`config.mk`:
```
export PLATFORM = sky130hd
export DESIGN_NAME = dcrc_back
export DESIGN_NICKNAME = d
export VERILOG_FILES = /design/src/sv/dcrc_pkg.sv /design/src/sv/dcrc_back.sv
export SDC_FILE = /design/constraint.sdc
export NUM_CORES = 2
export LEC_CHECK = 0
export BUFFER_PORTS_ARGS = -buffer_cell sky130_fd_sc_hd__buf_2
export CORE_ASPECT_RATIO = 0.75
export CORE_UTILIZATION = 29
export CTS_CLUSTER_SIZE = 10
export DETAILED_ROUTE_END_ITERATION = 16
export SYNTH_ARGS = -nofsm -noshare
export SYNTH_HDL_FRONTEND = slang
export SYNTH_SLANG_ARGS = --single-unit
```
`constraint.sdc`:
```
create_clock -name clk -period 9.5 [get_ports clk]
set_input_delay 1.9 -clock clk [delete_from_list [all_inputs] [get_ports clk]]
set_output_delay 1.9 -clock clk [all_outputs]
set_load 0.02 [all_outputs]
```
`src/sv/dcrc_pkg.sv`:
```
`default_nettype none

package dcrc_pkg;

	localparam int CRC_W     = 64;
	localparam int CNT_W     = 5;
	localparam int LANE_BYTES = 16;
	localparam int WIN_BYTES = 16;
	localparam int WIN_W     = 8 * WIN_BYTES;
	localparam int ADV_BYTES = 1 << (CNT_W - 1);

	localparam logic [CRC_W-1:0] POLY32 = 64'h0000_0000_EDB8_8320;
	localparam logic [CRC_W-1:0] POLY64 = 64'hC96C_5795_D787_0F42;

	localparam logic MODE_CRC32 = 1'b0;
	localparam logic MODE_CRC64 = 1'b1;

	typedef logic [CRC_W-1:0][CRC_W-1:0] mat_t;
	typedef logic [1:0][CNT_W-1:0][CRC_W-1:0][CRC_W-1:0] adv_tab_t;
	typedef logic [1:0][WIN_W-1:0][CRC_W-1:0] data_tab_t;

	typedef struct packed {
		logic [CRC_W-1:0] dcrc;
		logic [CNT_W-1:0] cnt;
		logic             start;
	} q_entry_t;

	typedef struct packed {
		logic full;
		logic not_empty;
	} q_stat_t;

	function automatic logic [CRC_W-1:0] bit_step(logic [CRC_W-1:0] r, logic [CRC_W-1:0] poly);
		return (r >> 1) ^ (r[0] ? poly : '0);
	endfunction

	// columns of the zero-byte advance by 1, 2, 4, 8, 16 bytes
	function automatic adv_tab_t build_adv();
		adv_tab_t t;
		logic [CRC_W-1:0] r;
		logic [CRC_W-1:0] poly;
		t = '0;
		for (int m = 0; m < 2; m++) begin
			poly = (m == 1) ? POLY64 : POLY32;
			for (int j = 0; j < CRC_W; j++) begin
				r = '0;
				r[j] = 1'b1;
				for (int s = 1; s <= ADV_BYTES; s++) begin
					for (int b = 0; b < 8; b++) begin
						r = bit_step(r, poly);
					end
					for (int k = 0; k < CNT_W; k++) begin
						if (s == (1 << k)) begin
							t[m][k][j] = r;
						end
					end
				end
			end
		end
		return t;
	endfunction

	// columns of the CRC of a right-aligned window, zero start
	function automatic data_tab_t build_data();
		data_tab_t t;
		logic [CRC_W-1:0] r;
		logic [CRC_W-1:0] poly;
		t = '0;
		for (int m = 0; m < 2; m++) begin
			poly = (m == 1) ? POLY64 : POLY32;
			for (int b = 0; b < 8; b++) begin
				r = '0;
				r[b] = 1'b1;
				for (int s = 1; s <= WIN_BYTES; s++) begin
					for (int k = 0; k < 8; k++) begin
						r = bit_step(r, poly);
					end
					t[m][8 * (WIN_BYTES - s) + b] = r;
				end
			end
		end
		return t;
	endfunction

	localparam adv_tab_t  ADV_TAB  = build_adv();
	localparam data_tab_t DATA_TAB = build_data();

	function automatic logic [CRC_W-1:0] mat_apply(mat_t cols, logic [CRC_W-1:0] v);
		logic [CRC_W-1:0] res;
		res = '0;
		for (int j = 0; j < CRC_W; j++) begin
			res = res ^ (v[j] ? cols[j] : '0);
		end
		return res;
	endfunction

endpackage

`default_nettype wire

```
`src/sv/dcrc_back.sv`:
```
`default_nettype none

module dcrc_back (
	input  wire logic                clk,
	input  wire logic                arst_n,
	input  wire dcrc_pkg::q_stat_t   q_stat,
	input  wire dcrc_pkg::q_entry_t  q_rdata,
	output logic                     q_pop,
	input  wire logic                crc_mode,
	input  wire logic [63:0]         seed_value,
	output logic                     out_valid,
	input  wire logic                out_stall,
	output logic [63:0]              crc_value
);

	logic [dcrc_pkg::CRC_W-1:0] crc_q;
	logic [dcrc_pkg::CRC_W-1:0] res_q;
	logic                       out_valid_q;
	logic [dcrc_pkg::CRC_W-1:0] base;
	logic [dcrc_pkg::CRC_W-1:0] adv [dcrc_pkg::CNT_W+1];
	logic [dcrc_pkg::CRC_W-1:0] crc_nxt;

	assign q_pop = q_stat.not_empty && (!out_valid_q || !out_stall);

	// register advanced over count zero bytes, in binary steps, then data term
	always_comb begin
		base = q_rdata.start ? ~seed_value : crc_q;
		if (crc_mode == dcrc_pkg::MODE_CRC32) begin
			base[63:32] = '0;
		end
		adv[0] = base;
		for (int k = 0; k < dcrc_pkg::CNT_W; k++) begin
			adv[k+1] = q_rdata.cnt[k] ?
				dcrc_pkg::mat_apply(dcrc_pkg::ADV_TAB[crc_mode][k], adv[k]) : adv[k];
		end
		crc_nxt = adv[dcrc_pkg::CNT_W] ^ q_rdata.dcrc;
	end

	always_ff @(posedge clk or negedge arst_n) begin
		if (!arst_n) begin
			crc_q       <= '1;
			out_valid_q <= 1'b0;
		end else begin
			if (q_pop) begin
				crc_q       <= crc_nxt;
				out_valid_q <= 1'b1;
			end else if (!out_stall) begin
				out_valid_q <= 1'b0;
			end
		end
	end

	always_ff @(posedge clk) begin
		if (q_pop) begin
			res_q <= (crc_mode == dcrc_pkg::MODE_CRC64) ? ~crc_nxt : {32'h0, ~crc_nxt[31:0]};
		end
	end

	assign out_valid = out_valid_q;
	assign crc_value = res_q;

endmodule

`default_nettype wire

```
==> impl_metrics.py <==
metrics = {
    "detailed_routing": {
        "detail_route.wirelength_um": 490900,
        "first_iter_violations": 11628,
        "wl_per_cell_um": 35.60,
        "postRouteAntennaNets": 0,
        "m1WireLength_um": 204200,
        "drc": 0,
        "met3_length_um": 76820,
        "wl_met2_um": 186000,
        "num_vias": 76646,
        "drt-pass1-iter-count": 8,
        "highest_layer": "met5",
        "avgViaCountPerCell": 5.558,
    },
    "synth": {
        "synthMuxAreaShare_pct": 6.659,
        "synth_xor_area_share_pct": 59.65,
        "synth_nets": 7522,
        "yosysTopAreaCellShare_pct": 29.52,
        "ys_warn_count": 0,
        "netlist_instances": 7382,
        "postSynthAreaPerCell_um2": 8.817,
        "syn-cell-area_um2": 65080,
        "synth_area_leaders": "xnor2_1 30%, xnor3_1 15%, xor2_1 10%",
        "synth_fa_ha_area_share_pct": 0,
        "ys_types": 134,
        "synth_async_sr_flop_share_pct": 50.39,
        "synth-compound-area-share_pct": 13.08,
        "synth-seq-cells": 129,
        "synth-edff-count": 64,
        "synth_top_family_by_area": "XOR/XNOR gates",
        "ys.flop_type": "edfxtp_1",
        "synthSimpleGateAreaFrac_pct": 10.82,
        "ys_seq_area_share_pct": 5.575,
        "yosys.area.top_type": "xnor2_1",
    },
    "critical_path": {
        "cp_data_required_time_ns": 9.75,
        "critPathArrivalTime_ns": 12.01,
        "path_max_fanout": 9,
        "critPathKind": "input pin to flip-flop",
        "crit_path_start_kind": "input pin",
        "critPathMaxStageDelay_ns": 0.59,
        "crit_path_top_delay_cell": "or4_4",
        "worst_setup_path_end_kind": "flip-flop",
        "path_common_cell": "buf_4",
    },
    "layout": {
        "num-nets-final": 10947,
        "seq_area_um2": 3628,
        "final_common_cell": "buf_4",
        "multi_input_area_um2": 68080,
        "mostFrequentLayoutCells": "3265 x buf_4, 1795 x xnor2_1, 589 x xor2_1, 501 x nand2_1, 469 x nor2_1",
        "fillers": 21041,
        "drive_gt1_share_pct": 50.78,
        "area_delta_synth_final_pct": 69.19,
    },
    "cts": {
        "cts_buffer_depth": 2,
        "clkTransAtPathRegs_ns": 0.07,
        "cts_tree": "built",
        "cts_buffers": 17,
        "root_buffer": "clkbuf_16",
        "cts_sinks": 129,
        "clk_latency_ns": 0.49,
        "hold_buffers": 0,
        "htree_levels": 4,
    },
    "sta": {
        "hold_violations": 0,
        "max_freq_mhz": 85.02,
        "rsz0062_at_grt": "yes",
        "slew_violations": 0,
        "final.min_clock_period_ns": 11.76,
        "slew_headroom_pct": 27.95,
        "period_share_pct": 123.8,
        "tns_ns": -269.23,
        "skew_ns": 0.02275,
        "setup_viol": 128,
        "worstMarginPinSlew_ns": 1.081,
        "fin_ws_ns": -2.262,
    },
    "die": {
        "dieArea_um2": 226300,
        "die_w_um": 549.0,
        "row_count": 150,
        "fp.coreArea_um2": 223000,
        "die_h_um": 412.3,
        "pin_count": 206,
        "initial_utilization_pct": 29.19,
    },
    "placement": {
        "gp_congestion": 1.111,
        "dp_hpwl_um": 413300,
        "port_buffers": 204,
    },
    "worst_hold_path": {
        "hold_path.class": "flip-flop to flip-flop",
    },
    "grt": {
        "antenna_found_initial": 24,
        "overflow": 0,
        "first_global_vias": 72204,
        "grt_max_degree": 139,
        "track_usage_pct": 41.98,
        "grt_pass1_wl_um": 642400,
    },
    "run": {
        "drv_cap": 0,
    },
    "run_status": {
        "status": "finished with violations",
        "violations": "negative setup slack",
    },
}
-- synth_stat cells (19+ instances only) --
cell type / instances
a211o_1: 28
a211oi_1: 70
a21o_1: 61
a21oi_1: 373
a21oi_2: 33
a31oi_1: 32
and2_1: 86
and3_1: 25
buf_1: 67
buf_2: 206
buf_4: 62
clkbuf_1: 180
dfstp_2: 64
edfxtp_1: 64
inv_1: 33
mux2_2: 43
mux2i_1: 244
mux2i_2: 21
mux2i_4: 33
nand2_1: 525
nand2b_1: 39
nand3_1: 97
nor2_1: 485
nor3_1: 70
nor4_1: 19
o211ai_1: 56
o21a_1: 26
o21ai_0: 231
o21ai_1: 54
o22ai_1: 21
or2_2: 20
or3_1: 27
xnor2_1: 2194
xnor2_2: 81
xnor3_1: 435
xor2_1: 741
xor2_2: 22
xor3_1: 43
-- path summary, 6_finish.rpt --
check | depth (start not counted) | end | startpoint | slack (ns)
max in group asynchronous | 2 | out_valid | arst_n | 7.15
hold / removal | 2 | crc_q[39] | crc_q[39] | 0.46
setup reg to reg | 40 | crc_value[50] | crc_q[3] | -1.68
setup / recovery | 46 | crc_value[21] | seed_value[0] | -2.26
hold reg to reg | 2 | crc_q[39] | crc_q[39] | 0.46
min in group asynchronous | 1 | crc_q[15] | arst_n | 1.44
-- layout make-up --
cell class / instances / area share [%]
multi-input combinational: 6682 / 61.82
clock buffer: 17 / 0.3863
timing repair buffer: 3935 / 30.79
clock inverter: 15 / 0.1488
sequential: 129 / 3.295
inverter: 42 / 0.1738
antenna: 5 / 0.01136
tap: 2964 / 3.368
-- stage by stage --
| step | utilization (%) | cells | hold slack (ns) | area, um2 | setup WS [ns] |
|---|---|---|---|---|---|
| 2_1_floorplan | - | 7382 | 0.4403 | 68740 | -0.9813 |
| 3_3_place_gp | 44.90 | 13459 | 0.4491 | 100100 | -4.258 |
| 3_5_place_dp | 44.90 | 13459 | 0.4516 | 100100 | -4.164 |
| 4_1_cts | 47.80 | 13651 | 0.4624 | 106600 | -2.020 |
| 5_1_grt | 49.38 | 13784 | 0.4862 | 110100 | -2.304 |
| 6_report | 49.39 | 13789 | 0.4619 | 110100 | -2.262 |
-- state kept, by name (all words and copies together), names as in the netlist --
name / count
crc_value: 64
crc_q: 64
out_valid: 1
-- timing repair --
item | 4_1_cts | 5_1_grt
setup endpoints to repair | 128 | 128
gates cloned | 3 | 0
buffers inserted | 161 | 141
resized for setup | 744 | 400
pin swaps | 261 | 183
-- worst max-delay path: cells and delay by family --
kind,cells,cell delay (ns)
xor gates and xnor gates,15,3.54
AOI/OAI and AO/OA,9,1.87
and+or+nand+nor,5,1.67
buffers and inverters,16,2.89
muxes,1,0.08
-- cell families after synthesis --
kind of cell | after synthesis
compound gates | 1257
xor+xnor | 3539
buf+inv | 571
flops | 129
mux | 359
simple gates | 1527
-- per-layer routing --
layer | global-route usage [%] | vias to the layer above
met3 | 17.68 | 990
met4 | 16.30 | 12
met2 | 56.11 | 5791
met1 | 58.50 | 38074
met5 | 0 | -
li1 | - | 31779
Power is not shown: default switching activity piles up to over one toggle a cycle in this logic, so the estimate is an artifact.
