==> src/sv/dcrc_pkg.sv <==
`default_nettype none

package dcrc_pkg;

	localparam int CRC_W     = 64;
	localparam int CNT_W     = 5;
	localparam int LANE_BYTES = 16;
	localparam int WIN_BYTES = 16;
	localparam int WIN_W     = 8 * WIN_BYTES;
	localparam int ADV_BYTES = 1 << (CNT_W - 1);

	localparam logic [CRC_W-1:0] POLY32 = 64'h0000_0000_EDB8_8320;
	localparam logic [CRC_W-1:0] POLY64 = 64'hC96C_5795_D787_0F42;

	localparam logic MODE_CRC32 = 1'b0;
	localparam logic MODE_CRC64 = 1'b1;

	typedef logic [CRC_W-1:0][CRC_W-1:0] mat_t;
	typedef logic [1:0][CNT_W-1:0][CRC_W-1:0][CRC_W-1:0] adv_tab_t;
	typedef logic [1:0][WIN_W-1:0][CRC_W-1:0] data_tab_t;

	typedef struct packed {
		logic [CRC_W-1:0] dcrc;
		logic [CNT_W-1:0] cnt;
		logic             start;
	} q_entry_t;

	typedef struct packed {
		logic full;
		logic not_empty;
	} q_stat_t;

	function automatic logic [CRC_W-1:0] bit_step(logic [CRC_W-1:0] r, logic [CRC_W-1:0] poly);
		return (r >> 1) ^ (r[0] ? poly : '0);
	endfunction

	// columns of the zero-byte advance by 1, 2, 4, 8, 16 bytes
	function automatic adv_tab_t build_adv();
		adv_tab_t t;
		logic [CRC_W-1:0] r;
		logic [CRC_W-1:0] poly;
		t = '0;
		for (int m = 0; m < 2; m++) begin
			poly = (m == 1) ? POLY64 : POLY32;
			for (int j = 0; j < CRC_W; j++) begin
				r = '0;
				r[j] = 1'b1;
				for (int s = 1; s <= ADV_BYTES; s++) begin
					for (int b = 0; b < 8; b++) begin
						r = bit_step(r, poly);
					end
					for (int k = 0; k < CNT_W; k++) begin
						if (s == (1 << k)) begin
							t[m][k][j] = r;
						end
					end
				end
			end
		end
		return t;
	endfunction

	// columns of the CRC of a right-aligned window, zero start
	function automatic data_tab_t build_data();
		data_tab_t t;
		logic [CRC_W-1:0] r;
		logic [CRC_W-1:0] poly;
		t = '0;
		for (int m = 0; m < 2; m++) begin
			poly = (m == 1) ? POLY64 : POLY32;
			for (int b = 0; b < 8; b++) begin
				r = '0;
				r[b] = 1'b1;
				for (int s = 1; s <= WIN_BYTES; s++) begin
					for (int k = 0; k < 8; k++) begin
						r = bit_step(r, poly);
					end
					t[m][8 * (WIN_BYTES - s) + b] = r;
				end
			end
		end
		return t;
	endfunction

	localparam adv_tab_t  ADV_TAB  = build_adv();
	localparam data_tab_t DATA_TAB = build_data();

	function automatic logic [CRC_W-1:0] mat_apply(mat_t cols, logic [CRC_W-1:0] v);
		logic [CRC_W-1:0] res;
		res = '0;
		for (int j = 0; j < CRC_W; j++) begin
			res = res ^ (v[j] ? cols[j] : '0);
		end
		return res;
	endfunction

endpackage

`default_nettype wire

==> src/sv/dcrc_queue.sv <==
`default_nettype none

module dcrc_queue #(
	parameter int DEPTH = 4
) (
	input  wire logic                clk,
	input  wire logic                arst_n,
	input  wire logic                push,
	input  wire dcrc_pkg::q_entry_t  wdata,
	input  wire logic                pop,
	output dcrc_pkg::q_entry_t       rdata,
	output dcrc_pkg::q_stat_t        stat
);

	localparam int PTR_W = (DEPTH > 1) ? $clog2(DEPTH) : 1;
	localparam int FILL_W = $clog2(DEPTH + 1);

	dcrc_pkg::q_entry_t entries_q [DEPTH];
	logic [PTR_W-1:0]   wr_ptr_q;
	logic [PTR_W-1:0]   rd_ptr_q;
	logic [FILL_W-1:0]  fill_q;

	function automatic logic [PTR_W-1:0] ptr_inc(logic [PTR_W-1:0] p);
		return (p == PTR_W'(DEPTH - 1)) ? '0 : p + 1'b1;
	endfunction

	assign rdata          = entries_q[rd_ptr_q];
	assign stat.full      = (fill_q == FILL_W'(DEPTH));
	assign stat.not_empty = (fill_q != '0);

	always_ff @(posedge clk or negedge arst_n) begin
		if (!arst_n) begin
			wr_ptr_q <= '0;
			rd_ptr_q <= '0;
			fill_q   <= '0;
		end else begin
			if (push) begin
				wr_ptr_q <= ptr_inc(wr_ptr_q);
			end
			if (pop) begin
				rd_ptr_q <= ptr_inc(rd_ptr_q);
			end
			unique case ({push, pop})
				2'b10:   fill_q <= fill_q + 1'b1;
				2'b01:   fill_q <= fill_q - 1'b1;
				default: fill_q <= fill_q;
			endcase
		end
	end

	always_ff @(posedge clk) begin
		if (push) begin
			entries_q[wr_ptr_q] <= wdata;
		end
	end

endmodule

`default_nettype wire

==> config.mk <==
export PLATFORM = sky130hd
export DESIGN_NAME = dcrc_queue
export DESIGN_NICKNAME = d
export VERILOG_FILES = /design/src/sv/dcrc_pkg.sv /design/src/sv/dcrc_queue.sv
export SDC_FILE = /design/constraint.sdc
export NUM_CORES = 1
export LEC_CHECK = 0
export BUFFER_PORTS_ARGS = -buffer_cell sky130_fd_sc_hd__clkbuf_2
export CORE_MARGIN = 2
export CORE_UTILIZATION = 51
export DETAILED_ROUTE_END_ITERATION = 10
export PLACE_DENSITY_LB_ADDON = 0.05
export SLEW_MARGIN = 10
export SYNTH_ARGS = -nofsm -noshare
export SYNTH_HDL_FRONTEND = slang
export SYNTH_SLANG_ARGS = --single-unit
==> constraint.sdc <==
create_clock -name clk -period 2.6 [get_ports clk]
set_input_delay 0.26 -clock clk [delete_from_list [all_inputs] [get_ports clk]]
set_output_delay 0.26 -clock clk [all_outputs]
set_load 0.02 [all_outputs]
==> results.md, run 1 <==
* Outcome: finished clean
* Antenna cell count at 0
* Final setup fails at 0
* Slew @ Worst Pin at ~0.43 ns
* Top FF cell, synth: edfxtp_1
* Max_cap viols at 0
* Clock-pin slew on the worst setup and hold paths at 0.06 ns
* Placed insts at slightly above 800
* CTS resizes at 0
* Max Root-Sink Buffers at 3
* Crit Path Category: register to output pin
* Final antenna-violating net count at 0
* CP max stage delay at between 0.5 and 0.6 ns
* Warnings from Yosys at 0
* Peak VDD IR at 704 uV
* Worst Path Required at 2.34 ns
* Detailed-route wire length per cell at roughly 20 um
* CTS tree: built
* Die width at approximately 150 um
* Leak Pwr at 0.00476 uW
* Final std cells w/o fill at between 900 and 1000
* Clk_lat worst skew at approximately 0.55 ns
* Worst hold path type: primary input to register
* CP Max Fanout at 24
* Share of cells above drive strength 1 at 0.418
* Worst Slack Setup Final at roughly 0.25 ns
* Worst Setup End Kind: output pin
* Sequential-to-total area share from yosys stat at 0.810
* Final nets at between 700 and 800
* Max Clock Freq at ~0.43 GHz
* RSZ-0062 raised after global routing: no
* Initial antenna violation count at 0
* H-Tree Depth at 1
* Total power at around 15000 uW
* Largest net degree at the start of global routing at 39
* Finished Core Util at 0.662
* Post-synthesis register bit count at around 290
* Syn_nets at between 400 and 500
* Vias in the first global route at 5546
* Syn Inst Count at between 400 and 500
* Detail Placement HPWL at approximately 11000 um
* Worst Skew at around 0.018 ns
* TritonCTS Buffers at 30
* Core Area at 20300 um2
* Cells along the critical path: buf_12, mux4_2, clkbuf_2
* Critical Path AT at between 2 and 2.5 ns
* Top-Level Pins at 146
* Worst Setup Start Kind: register
* Worst slew margin at 0.712
* Via count at just over 5000
* EDFF count, synth at 280
* Setup TNS at 0 ns
* IO Port Bufs at about 150
* Row cnt at between 50 and 60
* Worst path top cell family by delay: multiplexers
* Number of distinct library cells after synthesis at 20
* Share of flip-flops with an asynchronous set or reset at 0.0244
* Mean Syn Cell Area at approximately 26 um2
* FF-to-FF setup slack at around 0.86 ns
* Gpl congestion at slightly below 0.7
* Fin crit period at 2.35 ns
* Layout area overhead at 26.8%
* Die area at around 22000 um2
* Drt drc at 0
* First-pass GRT wire length at about 31000 um
* Global route total overflow at 0
* Clk sinks at roughly 290
* Vias per inst at roughly 5.3
* Starting Density at 0.522
* Detailed Route Iter0 Violations at 310
* Cell area after synthesis at roughly 11000 um2
* DR pass1 iterations at 4
* PwrDens at between 1000 and 1500 nW/um2
* Slew Limit Fails at 0
* Clk root buf: clkbuf_16
* Buf/Inv on CP at 2
* Die height at about 150 um
* GRT Resource Usage Total at 0.183
* Dpl ws at roughly 0.58 ns
* Final Hold Violating Endpoints at 0
* Slowest CP cell: mux4_2
* Final period util at 0.904
* Final wirelength at between 15000 and 20000 um
==> per-stage QoR <==
step / area, um2 / hold slack (ns)
after global routing: 13400 / 0.0296
after CTS: 13400 / 0.0124
after global placement: 11700 / 0.105
after detailed placement: 11700 / 0.112
after floorplan: 10600 / -0.0356
final: 13400 / 0.0239
==> cell usage in the layout, fill, tap and decap left out, drive strengths merged <==
master,n
and2,4
and3,1
buf,21
bufinv,4
clkbuf,179
clkinv,17
clkinvlp,1
dfrtp,7
dlygate4sd3,71
edfxtp,280
fa,1
ha,6
inv,6
mux2,2
mux4,70
nand2,2
nor2,2
o21ai,3
or3,2
xnor2,1
xor2,2
==> worst register-to-register path, stage by stage, from the launching register on <==
cell	delay, ns
dfrtp_1	0.41
inv_1	0.11
ha_1	0.16
and2_4	0.41
buf_4	0.35
==> metal layers <==
layer	GRT usage	vias up	wire length, um
li1	-	2255	-
met1	0.243	2622	8050
met2	0.313	134	9800
met3	0.0402	32	1080
met4	0.0462	0	422
met5	0	-	0
==> logic make-up (layout without fill, tap and decap cells) <==
group	Yosys count	count (layout)	synth area share
xor+xnor	3	3	0.00248
fa+ha+maj	7	7	0.00897
mux	72	72	0.152
simple gates	11	11	0.00555
compound gates	3	3	0.00142
flops	287	287	0.810
buf+inv	22	299	0.0201
==> flip-flops by register name, indices dropped and copies added, names as in the netlist <==
name,count
entries_q,280
fill_q,3
rd_ptr_q,2
wr_ptr_q,2
==> cell usage after synthesis, types with 2 or more instances <==
cell / count / area share
edfxtp_1: 280 / 0.79
xor2_1: 2 / 0.0017
o21ai_0: 3 / 0.0014
and2_1: 4 / 0.0024
inv_1: 6 / 0.0021
ha_1: 6 / 0.0071
mux2_2: 2 / 0.0021
buf_12: 7 / 0.013
nor2_1: 2 / 0.00071
dfrtp_1: 7 / 0.017
buf_2: 7 / 0.0033
nand2_1: 2 / 0.00071
mux4_1: 2 / 0.0050
mux4_2: 68 / 0.14
or3_1: 2 / 0.0012
==> area by class of cell <==
type / instances / area [um2]
clock buffers: 34 / 766
clock inverters: 22 / 213
fillers: 1401 / 6860
inverters: 6 / 22.5
multi-input cells: 96 / 1810
flip-flops and latches: 287 / 8590
well taps: 270 / 338
repair buffers: 237 / 1700
==> report_power, final <==
group	leakage, uW	switching (uW)	total [uW]	internal [uW]
clock	0.000479	1660	4160	2500
sequential	0.00265	279	6210	5930
combinational	0.00162	2590	4600	2010
==> final timing paths <==
| kind | start | end | cells past startpoint |
|---|---|---|---|
| max in group asynchronous | arst_n | rd_ptr_q[1] | 2 |
| worst min register to register | fill_q[2] | fill_q[2] | 1 |
| worst max register to register | wr_ptr_q[0] | entries_q[2][32] | 4 |
| worst min-delay path | pop | rd_ptr_q[1] | 2 |
| min in group asynchronous | arst_n | fill_q[2] | 2 |
| worst max-delay path | rd_ptr_q[0] | rdata[38] | 3 |
==> timing repair <==
action,in CTS,in global routing
hold buffers,71,0
setup buffers,0,7
endpoints found under the setup margin,0,20
hold endpoints to repair,287,0
(Power assumes the default switching activity.)
==> inputs of run 2 (changes only) <==
Settings changed: PLACE_DENSITY set to 0.76, PLACE_DENSITY_LB_ADDON 0.05 to unset.
==> run 2 against run 1 <==
Compared with the run above:
- register-to-register slack about the same
- cell count decreased by 1.4%
- setup slack worse by 0.13 ns
- clock power shrank 5.0%
- worst hold slack improved by 0.034 ns
- sequential share of layout area rose by 0.66 points
- critical path depth is the same
- non-clock buffer count is 8 lower
- critical path type unchanged
- largest power group unchanged
==> results.md, run 2 (synthesized netlist as in run 1, its figures left out) <==
* Final setup fails at 0 (unchanged)
* Vias per inst at 5.36 (was 5.30)
* Max Root-Sink Buffers at 3 (unchanged)
* Top-Level Pins at 146 (unchanged)
* Final Hold Violating Endpoints at 0 (unchanged)
* Outcome: finished clean (unchanged)
* Switching power share of the total at 0.305 (was 0.303)
* Met1 wire length at 7880 um (was 8050 um)
* GRT Resource Usage Total at 0.185 (was 0.183)
* Final period util at 0.954 (was 0.904)
* Sequential share of power at 0.427 (was 0.415)
* Worst Path Required at 2.34 ns (about the same)
* Top Metal Used: met4 (unchanged)
* Fin crit period at 2.48 ns (was 2.35 ns)
* Design Area, Final at 13300 um2 (was 13400 um2)
* Clock-pin slew on the worst setup and hold paths at 0.06 ns (about the same)
* Detailed-route wire length per cell at 21.2 um (was 20.3 um)
* Commonest non-fill, non-tap cell in the layout: edfxtp_1 (unchanged)
* Leak Pwr at 0.00470 uW (was 0.00476 uW)
* Row cnt at 52 (unchanged)
* Comb power frac at 0.304 (was 0.307)
* Starting Density at 0.522 (unchanged)
* Max Clock Freq at 0.403 GHz (was 0.426 GHz)
* Detailed Route Iter0 Violations at 290 (was 310)
* DR pass1 iterations at 4 (unchanged)
* Post-DP Area at 11700 um2 (about the same)
* First-pass GRT wire length at 30900 um (was 30600 um)
* P_sw at 4480 uW (was 4530 uW)
* Die width at 148 um (unchanged)
* Layout area overhead at 25.5% (was 26.8%)
* CTS tree: built (unchanged)
* Clk root buf: clkbuf_16 (unchanged)
* Detail Placement HPWL at 11900 um (was 11500 um)
* Critical R2R Capture: entries_q[2][18] (was entries_q[2][32])
* Drt drc at 0 (unchanged)
* CP Max Fanout at 32 (was 24)
* Clk pwr share at 0.269 (was 0.278)
* Gpl congestion at 0.720 (was 0.691)
* Die area at 21900 um2 (unchanged)
* Share of cells above drive strength 1 at 0.419 (was 0.418)
* Final nets at 729 (was 739)
* Max reg flops at 280 (unchanged)
* Initial antenna violation count at 0 (unchanged)
* Hold Startpoint: pop (unchanged)
* Largest regs: entries_q: 280 flops, fill_q: 3 flops (unchanged)
* Slew @ Worst Pin at 0.400 ns (was 0.432 ns)
* Core Area at 20300 um2 (unchanged)
* H-Tree Depth at 1 (unchanged)
* Largest net degree at the start of global routing at 37 (was 39)
* Met3 wire len at 1190 um (was 1080 um)
* Crit Path Category: register to output pin (unchanged)
* CTS resizes at 0 (unchanged)
* Hold path depth at 2 (unchanged)
* Setup TNS at 0 ns (unchanged)
* IO Port Bufs at 145 (unchanged)
* WL met2 at 10400 um (was 9800 um)
* Clk_lat worst skew at 0.53 ns (was 0.55 ns)
* Max_cap viols at 0 (unchanged)
* Via count at 5031 (was 5043)
* Worst r2r src: wr_ptr_q[0] (unchanged)
* Worst hold path type: primary input to register (unchanged)
* Critical Path AT at 2.22 ns (was 2.09 ns)
* Hold Path Sink: rd_ptr_q[1] (unchanged)
* RSZ-0062 raised after global routing: no (unchanged)
* Slew Limit Fails at 0 (unchanged)
* Worst Skew at 0.0114 ns (was 0.0179 ns)
* Final wirelength at 19900 um (was 19300 um)
* Peak VDD IR at 778 uV (was 704 uV)
* Final antenna-violating net count at 0 (unchanged)
* Global route total overflow at 0 (unchanged)
* Cell Int Power at 10200 uW (was 10400 uW)
* Worst Setup Start Kind: register (unchanged)
* Worst slew margin at 0.733 (was 0.712)
* TritonCTS Buffers at 28 (was 30)
* Reg with most FFs: entries_q (unchanged)
* Cells on worst reg2reg path at 4 (unchanged)
* Die height at 148 um (unchanged)
* Clk sinks at 287 (unchanged)
* Antenna cell count at 0 (unchanged)
* Vias in the first global route at 5574 (was 5546)
* FF-to-FF setup slack at 0.86 ns (about the same)
* PwrDens at 1100 nW/um2 (was 1110 nW/um2)
* Worst Setup End Kind: output pin (unchanged)
* Most frequent cells in the layout: edfxtp_1, clkbuf_2, dlygate4sd3_1 (unchanged)
## run 2: changes by cell type in the layout (fill, tap and decap cells not counted), sizes merged
| cell | delta |
|---|---|
| buf | -8 |
| bufinv | -1 |
| clkbuf | -2 |
| clkinv | -1 |
| clkinvlp | -1 |
## run 2: final cells by class
type,count,area (um2)
Clock buffer,32,747
Clock inverter,19,170
Fill cell,1340,6990
Inverter,6,22.5
Multi-Input combinational cell,96,1810
Sequential cell,287,8590
Tap cell,270,338
Timing Repair Buffer,229,1630
## run 2: power by group through the flow
stage	Clock, uW	Combinational (uW)	Sequential [uW]
2_1_floorplan	0	3330	6150
3_3_place_gp	0	4320	6330
3_5_place_dp	0	4390	6410
4_1_cts	4040	4550	6280
5_1_grt	4200	4770	6340
6_report	3950	4460	6260
## run 2: worst max path at each step
| stage | from | to | slack (ns) |
|---|---|---|---|
| 3_5_place_dp | rd_ptr_q[0] | rdata[25] | 0.50 |
| 6_report | rd_ptr_q[0] | rdata[23] | 0.12 |
| 5_1_grt | rd_ptr_q[0] | rdata[23] | 0.01 |
| 2_1_floorplan | wr_ptr_q[0] | entries_q[2][0] | 0.67 |
| 4_1_cts | rd_ptr_q[0] | rdata[25] | 0.07 |
| 3_3_place_gp | rd_ptr_q[0] | rdata[31] | 0.55 |
## run 2: critical path: stages, from the launching register on
cell,delay (ns)
dfrtp_4,0.60
buf_12,0.29
mux4_2,0.57
clkbuf_2,0.18
## run 2: layer usage
metal | track usage | vias to the layer above
met5 | 0 | -
met3 | 0.0380 | 32
met2 | 0.323 | 176
met4 | 0.0519 | 0
li1 | - | 2219
met1 | 0.239 | 2604
## run 2: metrics by stage
| step | total power [uW] | utilization | setup slack (ns) | hold WS, ns | instances |
|---|---|---|---|---|---|
| finish | 14700 | 0.655 | 0.119 | 0.0575 | 939 |
| global route | 15300 | 0.655 | 0.0121 | 0.0431 | 939 |
| global placement | 10600 | 0.575 | 0.550 | 0.102 | 816 |
| detailed placement | 10800 | 0.575 | 0.498 | 0.115 | 816 |
| floorplan | 9470 | - | 0.670 | -0.0356 | 405 |
| CTS | 14900 | 0.655 | 0.0653 | 0.0275 | 939 |
## run 2: repair_timing
| item | CTS | global route |
|---|---|---|
| endpoints found under the hold margin | 287 | 0 |
| hold buffers | 71 | 0 |
| setup endpoints to repair | 32 | 0 |
| setup buffers | 1 | 0 |
